[config.mk]
export PLATFORM = sky130hd
export DESIGN_NAME = varint_index_bit_packer
export DESIGN_NICKNAME = d
export VERILOG_FILES = /design/src/rtl/vibp_pkg.sv /design/src/rtl/vibp_cfg.sv /design/src/rtl/vibp_core.sv /design/src/rtl/varint_index_bit_packer.sv
export SDC_FILE = /design/constraint.sdc
export NUM_CORES = 1
export LEC_CHECK = 0
export BUFFER_PORTS_ARGS = -buffer_cell sky130_fd_sc_hd__buf_2
export CAP_MARGIN = 20
export CORE_MARGIN = 2
export CORE_UTILIZATION = 45
export CTS_CLUSTER_DIAMETER = 150
export DETAILED_ROUTE_END_ITERATION = 10
export GPL_TIMING_DRIVEN = 0
export REMOVE_ABC_BUFFERS = 1
export SYNTH_ARGS = -nofsm -noshare
export SYNTH_HDL_FRONTEND = slang
export SYNTH_SLANG_ARGS = --single-unit
[constraint.sdc]
create_clock -name clk -period 12.62 [get_ports clk]
set_clock_uncertainty 0.05 [all_clocks]
set_input_delay 1.893 -clock clk [delete_from_list [all_inputs] [get_ports clk]]
set_output_delay 1.893 -clock clk [all_outputs]
set_load 0.05 [all_outputs]
[src/rtl/vibp_pkg.sv]
// Package for the varint index bit packer: payload structs, status codes,
// register indexes and the packing width helper. No dependencies.
`timescale 1ns / 1ps

package vibp_pkg;

	// Stream geometry.
	localparam int unsigned GROUP_BITS = 7;
	localparam int unsigned LIMIT_BITS = 35;
	localparam int unsigned WORD_BITS  = 64;
	localparam int unsigned MAX_GROUPS = LIMIT_BITS / GROUP_BITS;

	// Input item codes.
	localparam logic FUNC_DATA = 1'b0;
	localparam logic FUNC_END  = 1'b1;

	// Configuration register indexes.
	localparam logic REG_EXPECTED_ENTRIES = 1'b0;
	localparam logic REG_MAX_INDEX        = 1'b1;

	// Status codes.
	typedef enum logic [2:0] {
		ST_OK       = 3'd0,
		ST_OVER32   = 3'd1,
		ST_RANGE    = 3'd2,
		ST_TOO_MANY = 3'd3,
		ST_TOO_LONG = 3'd4,
		ST_TRUNC    = 3'd5,
		ST_MISMATCH = 3'd6
	} status_t;

	typedef struct packed {
		logic       func;
		logic [7:0] data_byte;
	} item_t;

	typedef struct packed {
		logic [63:0] packed_word;
		logic        word_valid;
		logic [2:0]  status;
		logic        stream_done;
	} result_t;

	// Configuration as seen by the packing core.
	typedef struct packed {
		logic [31:0] expected_entries;
		logic [31:0] max_index;
		logic [5:0]  pack_width;
	} cfg_t;

	// Bit length of a value, at least 1.
	function automatic logic [5:0] bit_length(input logic [31:0] v);
		logic [5:0] n;
		n = 6'd1;
		for (int i = 1; i < 32; i++) begin
			if (v[i]) begin
				n = 6'(i + 1);
			end
		end
		return n;
	endfunction

endpackage

[src/rtl/vibp_cfg.sv]
// Configuration registers of the varint index bit packer.
// Holds the expected entry count, the largest index and its packing width. Uses vibp_pkg.
`timescale 1ns / 1ps

module vibp_cfg (
	input  logic              clk,
	input  logic              arst_n,
	input  logic              cfg_valid,
	input  logic              cfg_index,
	input  logic [31:0]       cfg_data,
	output vibp_pkg::cfg_t    cfg
);
	import vibp_pkg::*;

	logic [31:0] expected_entries_q;
	logic [31:0] max_index_q;
	logic [5:0]  pack_width_q;

	// Register writes; the packing width is derived once at write time.
	always_ff @(posedge clk or negedge arst_n) begin
		if (!arst_n) begin
			expected_entries_q <= 32'd1;
			max_index_q        <= 32'd0;
			pack_width_q       <= 6'd1;
		end else if (cfg_valid) begin
			case (cfg_index)
				REG_EXPECTED_ENTRIES: begin
					expected_entries_q <= cfg_data;
				end
				REG_MAX_INDEX: begin
					max_index_q  <= cfg_data;
					pack_width_q <= bit_length(cfg_data);
				end
				default: begin
				end
			endcase
		end
	end

	assign cfg.expected_entries = expected_entries_q;
	assign cfg.max_index        = max_index_q;
	assign cfg.pack_width       = pack_width_q;

endmodule

[src/rtl/vibp_core.sv]
// Stream state and per-item logic of the varint index bit packer: varint
// accumulation, checks, bit packing and end-of-stream status. Uses vibp_pkg.
`timescale 1ns / 1ps

module vibp_core (
	input  logic                clk,
	input  logic                arst_n,
	input  logic                advance,
	input  vibp_pkg::item_t     item,
	input  vibp_pkg::cfg_t      cfg,
	output vibp_pkg::result_t   result,
	output logic [2:0]          error_code,
	output logic [5:0]          fill_position
);
	import vibp_pkg::*;

	logic [34:0] value_accum_q;
	logic [2:0]  group_count_q;
	logic [31:0] entry_count_q;
	logic [63:0] word_accum_q;
	logic [5:0]  fill_position_q;
	logic [2:0]  error_code_q;

	logic [34:0] value_accum_d;
	logic [2:0]  group_count_d;
	logic [31:0] entry_count_d;
	logic [63:0] word_accum_d;
	logic [5:0]  fill_position_d;
	logic [2:0]  error_code_d;

	logic [4:0]  grp_shift;
	logic [34:0] acc_new;
	logic [2:0]  gc_inc;
	logic [63:0] word_or;
	logic [6:0]  end_pos;

	// Datapath terms shared by the data-byte cases.
	always_comb begin
		grp_shift = {2'b00, group_count_q} * 5'(GROUP_BITS);
		acc_new   = value_accum_q | (35'(item.data_byte[6:0]) << grp_shift);
		gc_inc    = group_count_q + 3'd1;
		word_or   = word_accum_q | (64'(acc_new[31:0]) << fill_position_q);
		end_pos   = 7'(fill_position_q) + 7'(cfg.pack_width);
	end

	// Next state and the result of the current item.
	always_comb begin
		value_accum_d      = value_accum_q;
		group_count_d      = group_count_q;
		entry_count_d      = entry_count_q;
		word_accum_d       = word_accum_q;
		fill_position_d    = fill_position_q;
		error_code_d       = error_code_q;
		result.packed_word = 64'd0;
		result.word_valid  = 1'b0;
		result.stream_done = 1'b0;
		result.status      = ST_OK;

		if (item.func == FUNC_END) begin
			if (error_code_q != ST_OK) begin
				result.status = error_code_q;
			end else if (group_count_q != 3'd0) begin
				result.status = ST_TRUNC;
			end else if (entry_count_q != cfg.expected_entries) begin
				result.status = ST_MISMATCH;
			end
			if (fill_position_q != 6'd0) begin
				result.packed_word = word_accum_q;
				result.word_valid  = 1'b1;
			end
			result.stream_done = 1'b1;
			value_accum_d      = 35'd0;
			group_count_d      = 3'd0;
			entry_count_d      = 32'd0;
			word_accum_d       = 64'd0;
			fill_position_d    = 6'd0;
			error_code_d       = ST_OK;
		end else begin
			if (error_code_q == ST_OK) begin
				if (!item.data_byte[7]) begin
					// Last byte of a varint: check, then pack.
					value_accum_d = 35'd0;
					group_count_d = 3'd0;
					if (acc_new[34:32] != 3'd0) begin
						error_code_d = ST_OVER32;
					end else if (acc_new[31:0] > cfg.max_index) begin
						error_code_d = ST_RANGE;
					end else if (entry_count_q >= cfg.expected_entries) begin
						error_code_d = ST_TOO_MANY;
					end else begin
						entry_count_d = entry_count_q + 32'd1;
						if (end_pos[6]) begin
							result.packed_word = word_or;
							result.word_valid  = 1'b1;
							word_accum_d = (fill_position_q != 6'd0) ?
								(64'(acc_new[31:0]) >> (7'(WORD_BITS) - 7'(fill_position_q))) :
								64'd0;
						end else begin
							word_accum_d = word_or;
						end
						fill_position_d = end_pos[5:0];
					end
				end else begin
					// Continuation byte: a fifth one makes the varint too long.
					if (gc_inc == 3'(MAX_GROUPS)) begin
						error_code_d  = ST_TOO_LONG;
						group_count_d = 3'd0;
						value_accum_d = 35'd0;
					end else begin
						group_count_d = gc_inc;
						value_accum_d = acc_new;
					end
				end
			end
			result.status = error_code_d;
		end
	end

	// Stream state registers.
	always_ff @(posedge clk or negedge arst_n) begin
		if (!arst_n) begin
			value_accum_q   <= 35'd0;
			group_count_q   <= 3'd0;
			entry_count_q   <= 32'd0;
			word_accum_q    <= 64'd0;
			fill_position_q <= 6'd0;
			error_code_q    <= ST_OK;
		end else if (advance) begin
			value_accum_q   <= value_accum_d;
			group_count_q   <= group_count_d;
			entry_count_q   <= entry_count_d;
			word_accum_q    <= word_accum_d;
			fill_position_q <= fill_position_d;
			error_code_q    <= error_code_d;
		end
	end

	assign error_code    = error_code_q;
	assign fill_position = fill_position_q;

endmodule

[src/rtl/varint_index_bit_packer.sv]
// Top level of the varint index bit packer: input register, result register
// and handshakes. Instantiates vibp_cfg and vibp_core; uses vibp_pkg.
//
// Usage:
//  - item channel (item_valid / item_stall / item) carries one stream byte or
//    an end-of-stream marker per transfer. Each item gives exactly one result.
//  - result channel (result_valid / result_stall / result) returns the packed
//    word, if one filled, the current status and the end-of-stream flag.
//  - cfg channel (cfg_valid / cfg_ready / cfg_index / cfg_data) writes the
//    expected entry count (index 0) and the largest index (index 1). It is
//    always ready; write it only while no item is in flight.
//  - Path: a transferred item is registered in the input stage, then
//    processed by the packing core into the result register and shown on
//    the result port.
//  - Throughput: one item per cycle while the result is not stalled,
//    bounded by the single state update of the packing core per cycle.
//  - Reset clears both stages, the stream state and the registers
//    (expected entries 1, largest index 0).
//  - A stalled result holds; the input stage then fills and item_stall rises
//    until the result is taken. Nothing is dropped.
`timescale 1ns / 1ps

module varint_index_bit_packer (
	input  logic                clk,
	input  logic                arst_n,
	input  logic                item_valid,
	output logic                item_stall,
	input  vibp_pkg::item_t     item,
	output logic                result_valid,
	input  logic                result_stall,
	output vibp_pkg::result_t   result,
	input  logic                cfg_valid,
	output logic                cfg_ready,
	input  logic                cfg_index,
	input  logic [31:0]         cfg_data
);
	import vibp_pkg::*;

	item_t       item_s1;
	logic        valid_s1;
	result_t     result_s2;
	logic        valid_s2;
	logic        advance;
	cfg_t        cfg;
	result_t     core_result;
	logic [2:0]  error_code;
	logic [5:0]  fill_position;

	assign cfg_ready = 1'b1;

	vibp_cfg u_cfg (
		.clk       (clk),
		.arst_n    (arst_n),
		.cfg_valid (cfg_valid & cfg_ready),
		.cfg_index (cfg_index),
		.cfg_data  (cfg_data),
		.cfg       (cfg)
	);

	vibp_core u_core (
		.clk           (clk),
		.arst_n        (arst_n),
		.advance       (advance),
		.item          (item_s1),
		.cfg           (cfg),
		.result        (core_result),
		.error_code    (error_code),
		.fill_position (fill_position)
	);

	// The held item moves on when the result register is empty or draining.
	assign advance    = valid_s1 & (~valid_s2 | ~result_stall);
	assign item_stall = valid_s1 & ~advance;

	// Input stage.
	always_ff @(posedge clk or negedge arst_n) begin
		if (!arst_n) begin
			valid_s1 <= 1'b0;
		end else if (item_valid & ~item_stall) begin
			valid_s1 <= 1'b1;
		end else if (advance) begin
			valid_s1 <= 1'b0;
		end
	end

	always_ff @(posedge clk) begin
		if (item_valid & ~item_stall) begin
			item_s1 <= item;
		end
	end

	// Result stage.
	always_ff @(posedge clk or negedge arst_n) begin
		if (!arst_n) begin
			valid_s2 <= 1'b0;
		end else if (advance) begin
			valid_s2 <= 1'b1;
		end else if (~result_stall) begin
			valid_s2 <= 1'b0;
		end
	end

	always_ff @(posedge clk) begin
		if (advance) begin
			result_s2 <= core_result;
		end
	end

	assign result_valid = valid_s2;
	assign result       = result_s2;

`ifndef SYNTHESIS
	// End of stream leaves the stream state clean.
	a_end_clears: assert property (@(posedge clk) disable iff (!arst_n)
		advance && item_s1.func == FUNC_END |=> error_code == ST_OK && fill_position == 6'd0)
		else $error("end of stream did not clear the stream state");

	// Once an error is sticky, data bytes do not pack.
	a_sticky_no_pack: assert property (@(posedge clk) disable iff (!arst_n)
		advance && item_s1.func == FUNC_DATA && error_code != ST_OK
		|=> $stable(fill_position) && error_code == $past(error_code))
		else $error("data byte changed state under a sticky error");

	// A word from a data byte comes only while no error is held.
	a_word_ok: assert property (@(posedge clk) disable iff (!arst_n)
		result_valid && result.word_valid && !result.stream_done |-> result.status == ST_OK)
		else $error("word emitted with an error status");

	// The input stage only stalls while it holds an item.
	a_stall_held: assert property (@(posedge clk) disable iff (!arst_n)
		item_stall |-> valid_s1 && valid_s2 && result_stall)
		else $error("input stalled without a blocked item");
`endif

endmodule
* Yosys cells after proc, flatten, opt, wreduce, memory -nomap -nowiden
Index checks and enable logic that the tools add are counted.
** Word-level totals
- Latch bits :: 0
- Bits in read-only memories :: 0
- Flip-flop bits (word level) :: 293
- Memory bits (writable) :: 0
- Memories kept :: 0
** Cells by class
- Magnitude comparators :: 2
- Multiplexer cells :: 82
- Bitwise logic cells :: 11
- Shift-type cells :: 3
- Add/sub/neg operators :: 4
- $mul :: 1
- Reductions and logical operators :: 11
- Eq/ne operators :: 7
- Div/mod/pow operators :: 0
** Operator list (count)
- $mux 64 :: 8
- $mux 65 :: 7
- $mux 32 :: 6
- $mux 35 :: 4
- $mux 5 :: 16
- $mux 68 :: 1
- $or 64x64->64 :: 1
- $shl 32x6->64 :: 1
- $shr 32x7->64 :: 1
- $mux 3 :: 18
- $mux 6 :: 7
- $or 35x35->35 :: 1
- $shl 7x5->35 :: 1
- $add 32x1->32 const B :: 1
- $ge 32x32->1 :: 1
- $gt 32x32->1 :: 1
- $mux 4 :: 8
- $ne 32x32->1 :: 1
- $reduce_bool 3->1 :: 3
- $add 6x6->7 :: 1
- $sub 7x6->7 const A :: 1
- $ne 2x2->1 const B :: 3
- $reduce_and 2->1 :: 3
- $reduce_and 6->1 :: 1
- other kinds (12) :: 25

* Depth between registers and ports, before layout
- Depth in word-level cells :: 31
- Mapped depth :: 23
- Depth with buffers taken out :: 21

* Hierarchy
A second synthesis with hierarchy kept.
** Second synthesis, totals
- Cells, all modules :: 2307
- Area total of the unflattened synthesis :: 20347.0 um2
** Modules (own cells, without submodules)
- vibp_core :: times used 1, area each 15016.9 um2, sequential area each 3578.4 um2, cells an instance 1998
- vibp_cfg :: times used 1, area each 2884.0 um2, sequential area each 1729.2 um2, cells an instance 221
- varint_index_bit_packer :: times used 1, area each 2446.1 um2, sequential area each 2392.3 um2, cells an instance 88

* Worst setup path before layout
OpenSTA, ideal clock, no wires.
- Kind :: register -> register
- From :: register u_core.group_count_q[0]
- To :: register u_core.word_accum_q[0]
- Arrival :: 5590 ps
- Stages on the path, launching flop included :: 23
- Setup time :: 110 ps
- Period minus slack after synthesis :: 5750 ps
- Path buffers :: 5
- Setup slack :: 6870 ps
- Path through :: dfrtp_1 fa_1 ha_1 inv_1 fa_1 buf_2 clkbuf_1 clkbuf_1 nor2_1 a21oi_1 inv_1 ha_1 nand4_1 nor3_1 nand3_1 a311o_1 a21o_1 a31oi_1 nand2b_1 clkbuf_1 clkbuf_1 o22ai_1 o41ai_1
** On the way
- Word-level cells in the longest chain between the ends :: 12
** Ends and longest elaborated chain
- start, declared :: RTL line vibp_core.sv:18 : logic [2:0] group_count_q;
- start signal, assigned :: RTL line vibp_core.sv:130 : group_count_q <= group_count_d;
- $mul 3x3->5 * :: RTL line vibp_core.sv:39 : grp_shift = {2'b00, group_count_q} * 5'(GROUP_BITS);
- $shl 7x5->35 * :: RTL line vibp_core.sv:40 : acc_new = value_accum_q | (35'(item.data_byte[6:0]) << grp_shift);
- $or 35x35->35 * :: RTL line vibp_core.sv:40
- $shl 32x6->64 or $shr 32x7->64 (tied branches) :: RTL line vibp_core.sv:42, vibp_core.sv:96
- $or 64x64->64 or $mux 64 (tied branches) :: RTL line vibp_core.sv:42, vibp_core.sv:95
- $mux 64 :: RTL line vibp_core.sv:92 : if (end_pos[6]) begin
- $mux 64 :: RTL line vibp_core.sv:88 : end else if (entry_count_q >= cfg.expected_entries) begin
- $mux 64 :: RTL line vibp_core.sv:86 : end else if (acc_new[31:0] > cfg.max_index) begin
- $mux 64 :: RTL line vibp_core.sv:84 : if (acc_new[34:32] != 3'd0) begin
- $mux 64 :: RTL line vibp_core.sv:80 : if (!item.data_byte[7]) begin
- $mux 64 :: RTL line vibp_core.sv:79 : if (error_code_q == ST_OK) begin
- $mux 64 :: RTL line vibp_core.sv:59 : if (item.func == FUNC_END) begin
- end signal, assigned :: RTL line vibp_core.sv:132 : word_accum_q <= word_accum_d;
- end, declared :: RTL line vibp_core.sv:20 : logic [63:0] word_accum_q;
Every way passes the cells marked *; elsewhere a longest branch is shown, timed or not. The select of a mux whose other input is x is not followed.
A chain may end at the register's enable or synchronous reset.

==> flow_metrics.env <==
export IMPL_via_per_inst=6.60
export IMPL_drtIter0Drc=2452
export IMPL_synth_area_per_cell_um2=8.69
export IMPL_die_h_um=217
export IMPL_gp_congestion=0.996
export IMPL_cts_buffers_inserted=36
export IMPL_seq_power_share_pct=22.8
export IMPL_post_dp_cell_area_um2=22000
export IMPL_synth_edff_count=78
export IMPL_dp_hpwl_um=62700
export IMPL_drt_pass1_iter_count=9
export IMPL_h_tree_depth=2
export IMPL_ys_flop_type="dfrtp_1"
export IMPL_grtUsageTotal_pct=35.3
export IMPL_synth_area_top_cells="dfrtp_1, edfxtp_1, nor2_1"
export IMPL_fin_nets=2549
export IMPL_synth_cells=2356
export IMPL_syn_area_um2=20500
export IMPL_status="complete, no violations"
export IMPL_comb_power_share_pct=57.5
export IMPL_period_share_pct=72.6
export IMPL_setup_ws_ns=3.45
export IMPL_crit_chain="clkinv_1 -> ha_1 -> buf_16 -> mux2i_1 -> o32ai_2 -> o21ai_0 -> inv_1 -> ha_1 -> nand4_1 -> nor3_1 -> nand3_1 -> nor4_1 -> a21oi_1 -> or4_2 -> nand2b_1 -> a21o_1 -> o21ai_1"
export IMPL_ys_ff_latch=292
export IMPL_setup_tns_ns=0
export IMPL_final_area_um2=23200
export IMPL_cp_common_cell="ha_1"
export IMPL_cp_end_kind="flip-flop"
export IMPL_area_delta_synth_final_pct=13.6
export IMPL_slew_headroom_pct=3.97
export IMPL_leakagePower_nw=9.79
export IMPL_die_area_um2=47200
export IMPL_path_class="reg2reg"
export IMPL_antenna_found_initial=0
export IMPL_setup_viol=0
export IMPL_powerDensity_nw_per_um2=222
export IMPL_crit_family="simple AND/OR/NAND/NOR gates"
export IMPL_cp_max_fo=30
export IMPL_cts_hold_buffers=0
export IMPL_hold_class="reg2reg"
export IMPL_drt_antenna_violating_nets=0
export IMPL_finalPower_mw=5.17
export IMPL_critPathArrivalTime_ns=9.48
export IMPL_cts_sink_count=292
export IMPL_p_int_mw=2.55
export IMPL_critPathMaxStageDelay_ns=1.15
export IMPL_pre_cts_slack_ns=3.16
export IMPL_ctsResizeCount=0
export IMPL_clkTransAtPathRegs_ns=0.06
export IMPL_io_buffers=117
export IMPL_cts_tree="yes"
export IMPL_irDropWorstVdd_v=0.000119
export IMPL_drcViolationCount=0
export IMPL_yosysWarnings=0
export IMPL_p_sw_mw=2.62
export IMPL_synth_async_reset_ratio_pct=73.3
export IMPL_yosysTopAreaCellShare_pct=25.9
export IMPL_drv_cap=0
export IMPL_clk_latency_ns=0.56
export IMPL_switching_share_pct=50.7
export IMPL_cp_slowest_cell="or4_2"
export IMPL_hold_viol_final=0
export IMPL_power_frac_clock_pct=19.7
export IMPL_max_freq_ghz=0.109
export IMPL_critPathLaunchType="flip-flop"
export IMPL_crit_buf_inv=3
export IMPL_io_pins=119
export IMPL_synth_top_cell_by_area="dfrtp_1"
export IMPL_grt_pass1_vias=19500
export IMPL_grt_max_degree=110
export IMPL_antenna_cells=0
export IMPL_die_w_um=217
export IMPL_cts_setup_buffers=0
export IMPL_core_area_um2=45100
export IMPL_multiInputGateArea_um2=11800
export IMPL_cts_root_buffer="clkbuf_16"
export IMPL_min_period_ns=9.17
export IMPL_worstPathRequired_ns=12.94
export IMPL_start_util_pct=45.4
export IMPL_fill_cells=4312
export IMPL_grt_overflow=0
export IMPL_rsz0062_at_grt="no"
export IMPL_synth_cell_types=99
export IMPL_drive_above_1_share_pct=14.6
export IMPL_slew_viol_final=0
export IMPL_row_count=78
export IMPL_worst_pin_slew_ns=1.44
export IMPL_vias=20100
export IMPL_drt_wl_total_um=83600
export IMPL_clockBufferDepth=3
export IMPL_finalHoldWorstSlack_ns=0.430
export IMPL_synth_yosys_seq_area_share_pct=37.6
export IMPL_routedWlPerCell_um=27.4
export IMPL_grt_pass1_wl_um=125000
export IMPL_register_area_um2=7710
## final timing paths
| kind | start | to | slack (ns) | cells past startpoint |
|---|---|---|---|---|
| setup / recovery | u_core.group_count_q[0]$_DFFE_PN0P_ | result[30]$_DFFE_PP_ | 3.45 | 17 |
| hold / removal | u_cfg.pack_width_q[2]$_DFFE_PN0P_ | u_cfg.pack_width_q[2]$_DFFE_PN0P_ | 0.43 | 2 |
| setup reg to reg | u_core.group_count_q[0]$_DFFE_PN0P_ | result[30]$_DFFE_PP_ | 3.45 | 17 |
| hold reg to reg | u_cfg.pack_width_q[2]$_DFFE_PN0P_ | u_cfg.pack_width_q[2]$_DFFE_PN0P_ | 0.43 | 2 |
| max in group asynchronous | arst_n | u_core.word_accum_q[53]$_DFFE_PN0P_ | 10.10 | 2 |
| min in group asynchronous | arst_n | u_core.entry_count_q[7]$_DFFE_PN0P_ | 1.32 | 1 |
## synthesized netlist by cell type, types with 17 or more instances
cell / number
a31oi_1: 30
nand2b_1: 22
a2bb2oi_1: 21
nand4_1: 21
nor3_1: 52
clkbuf_1: 114
o31ai_1: 19
a211oi_1: 33
mux2_2: 48
mux4_2: 18
dfrtp_1: 212
edfxtp_1: 78
o21ai_0: 131
o22ai_1: 44
o211ai_1: 22
nor2_1: 262
a22oi_1: 20
a221oi_1: 26
inv_1: 133
and3_1: 22
a21o_1: 21
xnor2_1: 36
nor4_1: 26
ha_1: 77
mux2i_1: 43
a21boi_0: 17
nand3_1: 69
nand2_1: 240
a22o_1: 23
a21oi_1: 171
## placed cells by master, fill, tap and decap left out, drive strengths merged, types with 18 or more instances in the layout
| master | netlist | layout |
|---|---|---|
| mux4 | 19 | 19 |
| inv | 135 | 138 |
| o31ai | 19 | 19 |
| a221oi | 27 | 27 |
| xnor2 | 37 | 37 |
| nor3 | 54 | 54 |
| a21oi | 172 | 172 |
| o21ai | 139 | 139 |
| a21o | 21 | 21 |
| a22o | 23 | 23 |
| buf | 27 | 166 |
| mux2i | 45 | 45 |
| ha | 77 | 77 |
| nor4 | 27 | 27 |
| a21boi | 18 | 18 |
| nand2b | 22 | 22 |
| o22ai | 45 | 45 |
| clkinv | 4 | 18 |
| nand4 | 22 | 22 |
| and3 | 22 | 22 |
| o211ai | 22 | 22 |
| clkbuf | 114 | 50 |
| a2bb2oi | 21 | 21 |
| a211oi | 33 | 33 |
| mux2 | 49 | 49 |
| edfxtp | 78 | 78 |
| nor2 | 265 | 265 |
| nand2 | 240 | 240 |
| a31oi | 30 | 30 |
| dfrtp | 212 | 212 |
| nand3 | 69 | 69 |
| a22oi | 21 | 21 |
## power groups by stage
stage          combinational [mW]  sequential, mW  clock, mW
6_report                     2.97            1.18       1.02
3_3_place_gp                 2.65            1.23          0
5_1_grt                      3.11            1.19       1.07
4_1_cts                      2.82            1.18       1.03
2_1_floorplan                1.59            1.25          0
3_5_place_dp                 2.81            1.19          0
## state kept, by name (all words and copies together) (netlist names)
name / cells
result: 69
u_core.word_accum_q: 64
u_core.value_accum_q: 35
u_cfg.expected_entries_q: 32
u_core.entry_count_q: 32
u_cfg.max_index_q: 31
item_s1: 9
u_cfg.pack_width_q: 6
u_core.fill_position: 6
u_core.error_code: 3
u_core.group_count_q: 3
result_valid: 1
valid_s1: 1
## cell families after synthesis
logic type	Yosys count	synth area share (%)
XOR/XNOR	42	1.83
buffers and inverters	280	5.34
flip-flops	292	37.6
adder cells (fa/ha/maj)	80	5.00
other	1	0.0183
AO/OA/AOI/OAI	756	25.3
AND/OR/NAND/NOR	792	17.8
multiplexers	113	7.06
## through the flow
| stage | util, % | instances |
|---|---|---|
| final | 51.5 | 3050 |
| after global routing | 51.5 | 3050 |
| after CTS | 51.3 | 3042 |
| after detailed placement | 48.8 | 2976 |
| after global placement | 47.1 | 2932 |
| after floorplan | - | 2215 |
## worst min-delay path, cell delays in order, from the launching register on
cell and delay (ns):
dfrtp_1 0.34, nand2_1 0.05, o31ai_1 0.05
## area by class of cell
class / count / share of cell area, %
Multi-Input combinational cell: 1784 / 50.7
Sequential cell: 292 / 33.2
Timing Repair Buffer: 169 / 5.70
Clock buffer: 47 / 4.32
Tap cell: 600 / 3.23
Inverter: 139 / 2.26
Clock inverter: 19 / 0.598
## layer usage
metal	track usage [%]	up-vias	routed length, um
met4	18.8	0	5130
met3	6.62	281	6940
met1	44.4	9827	32500
li1	-	8939	-
met5	0	-	0
met2	57.6	1071	38900
(Power assumes the default switching activity.)
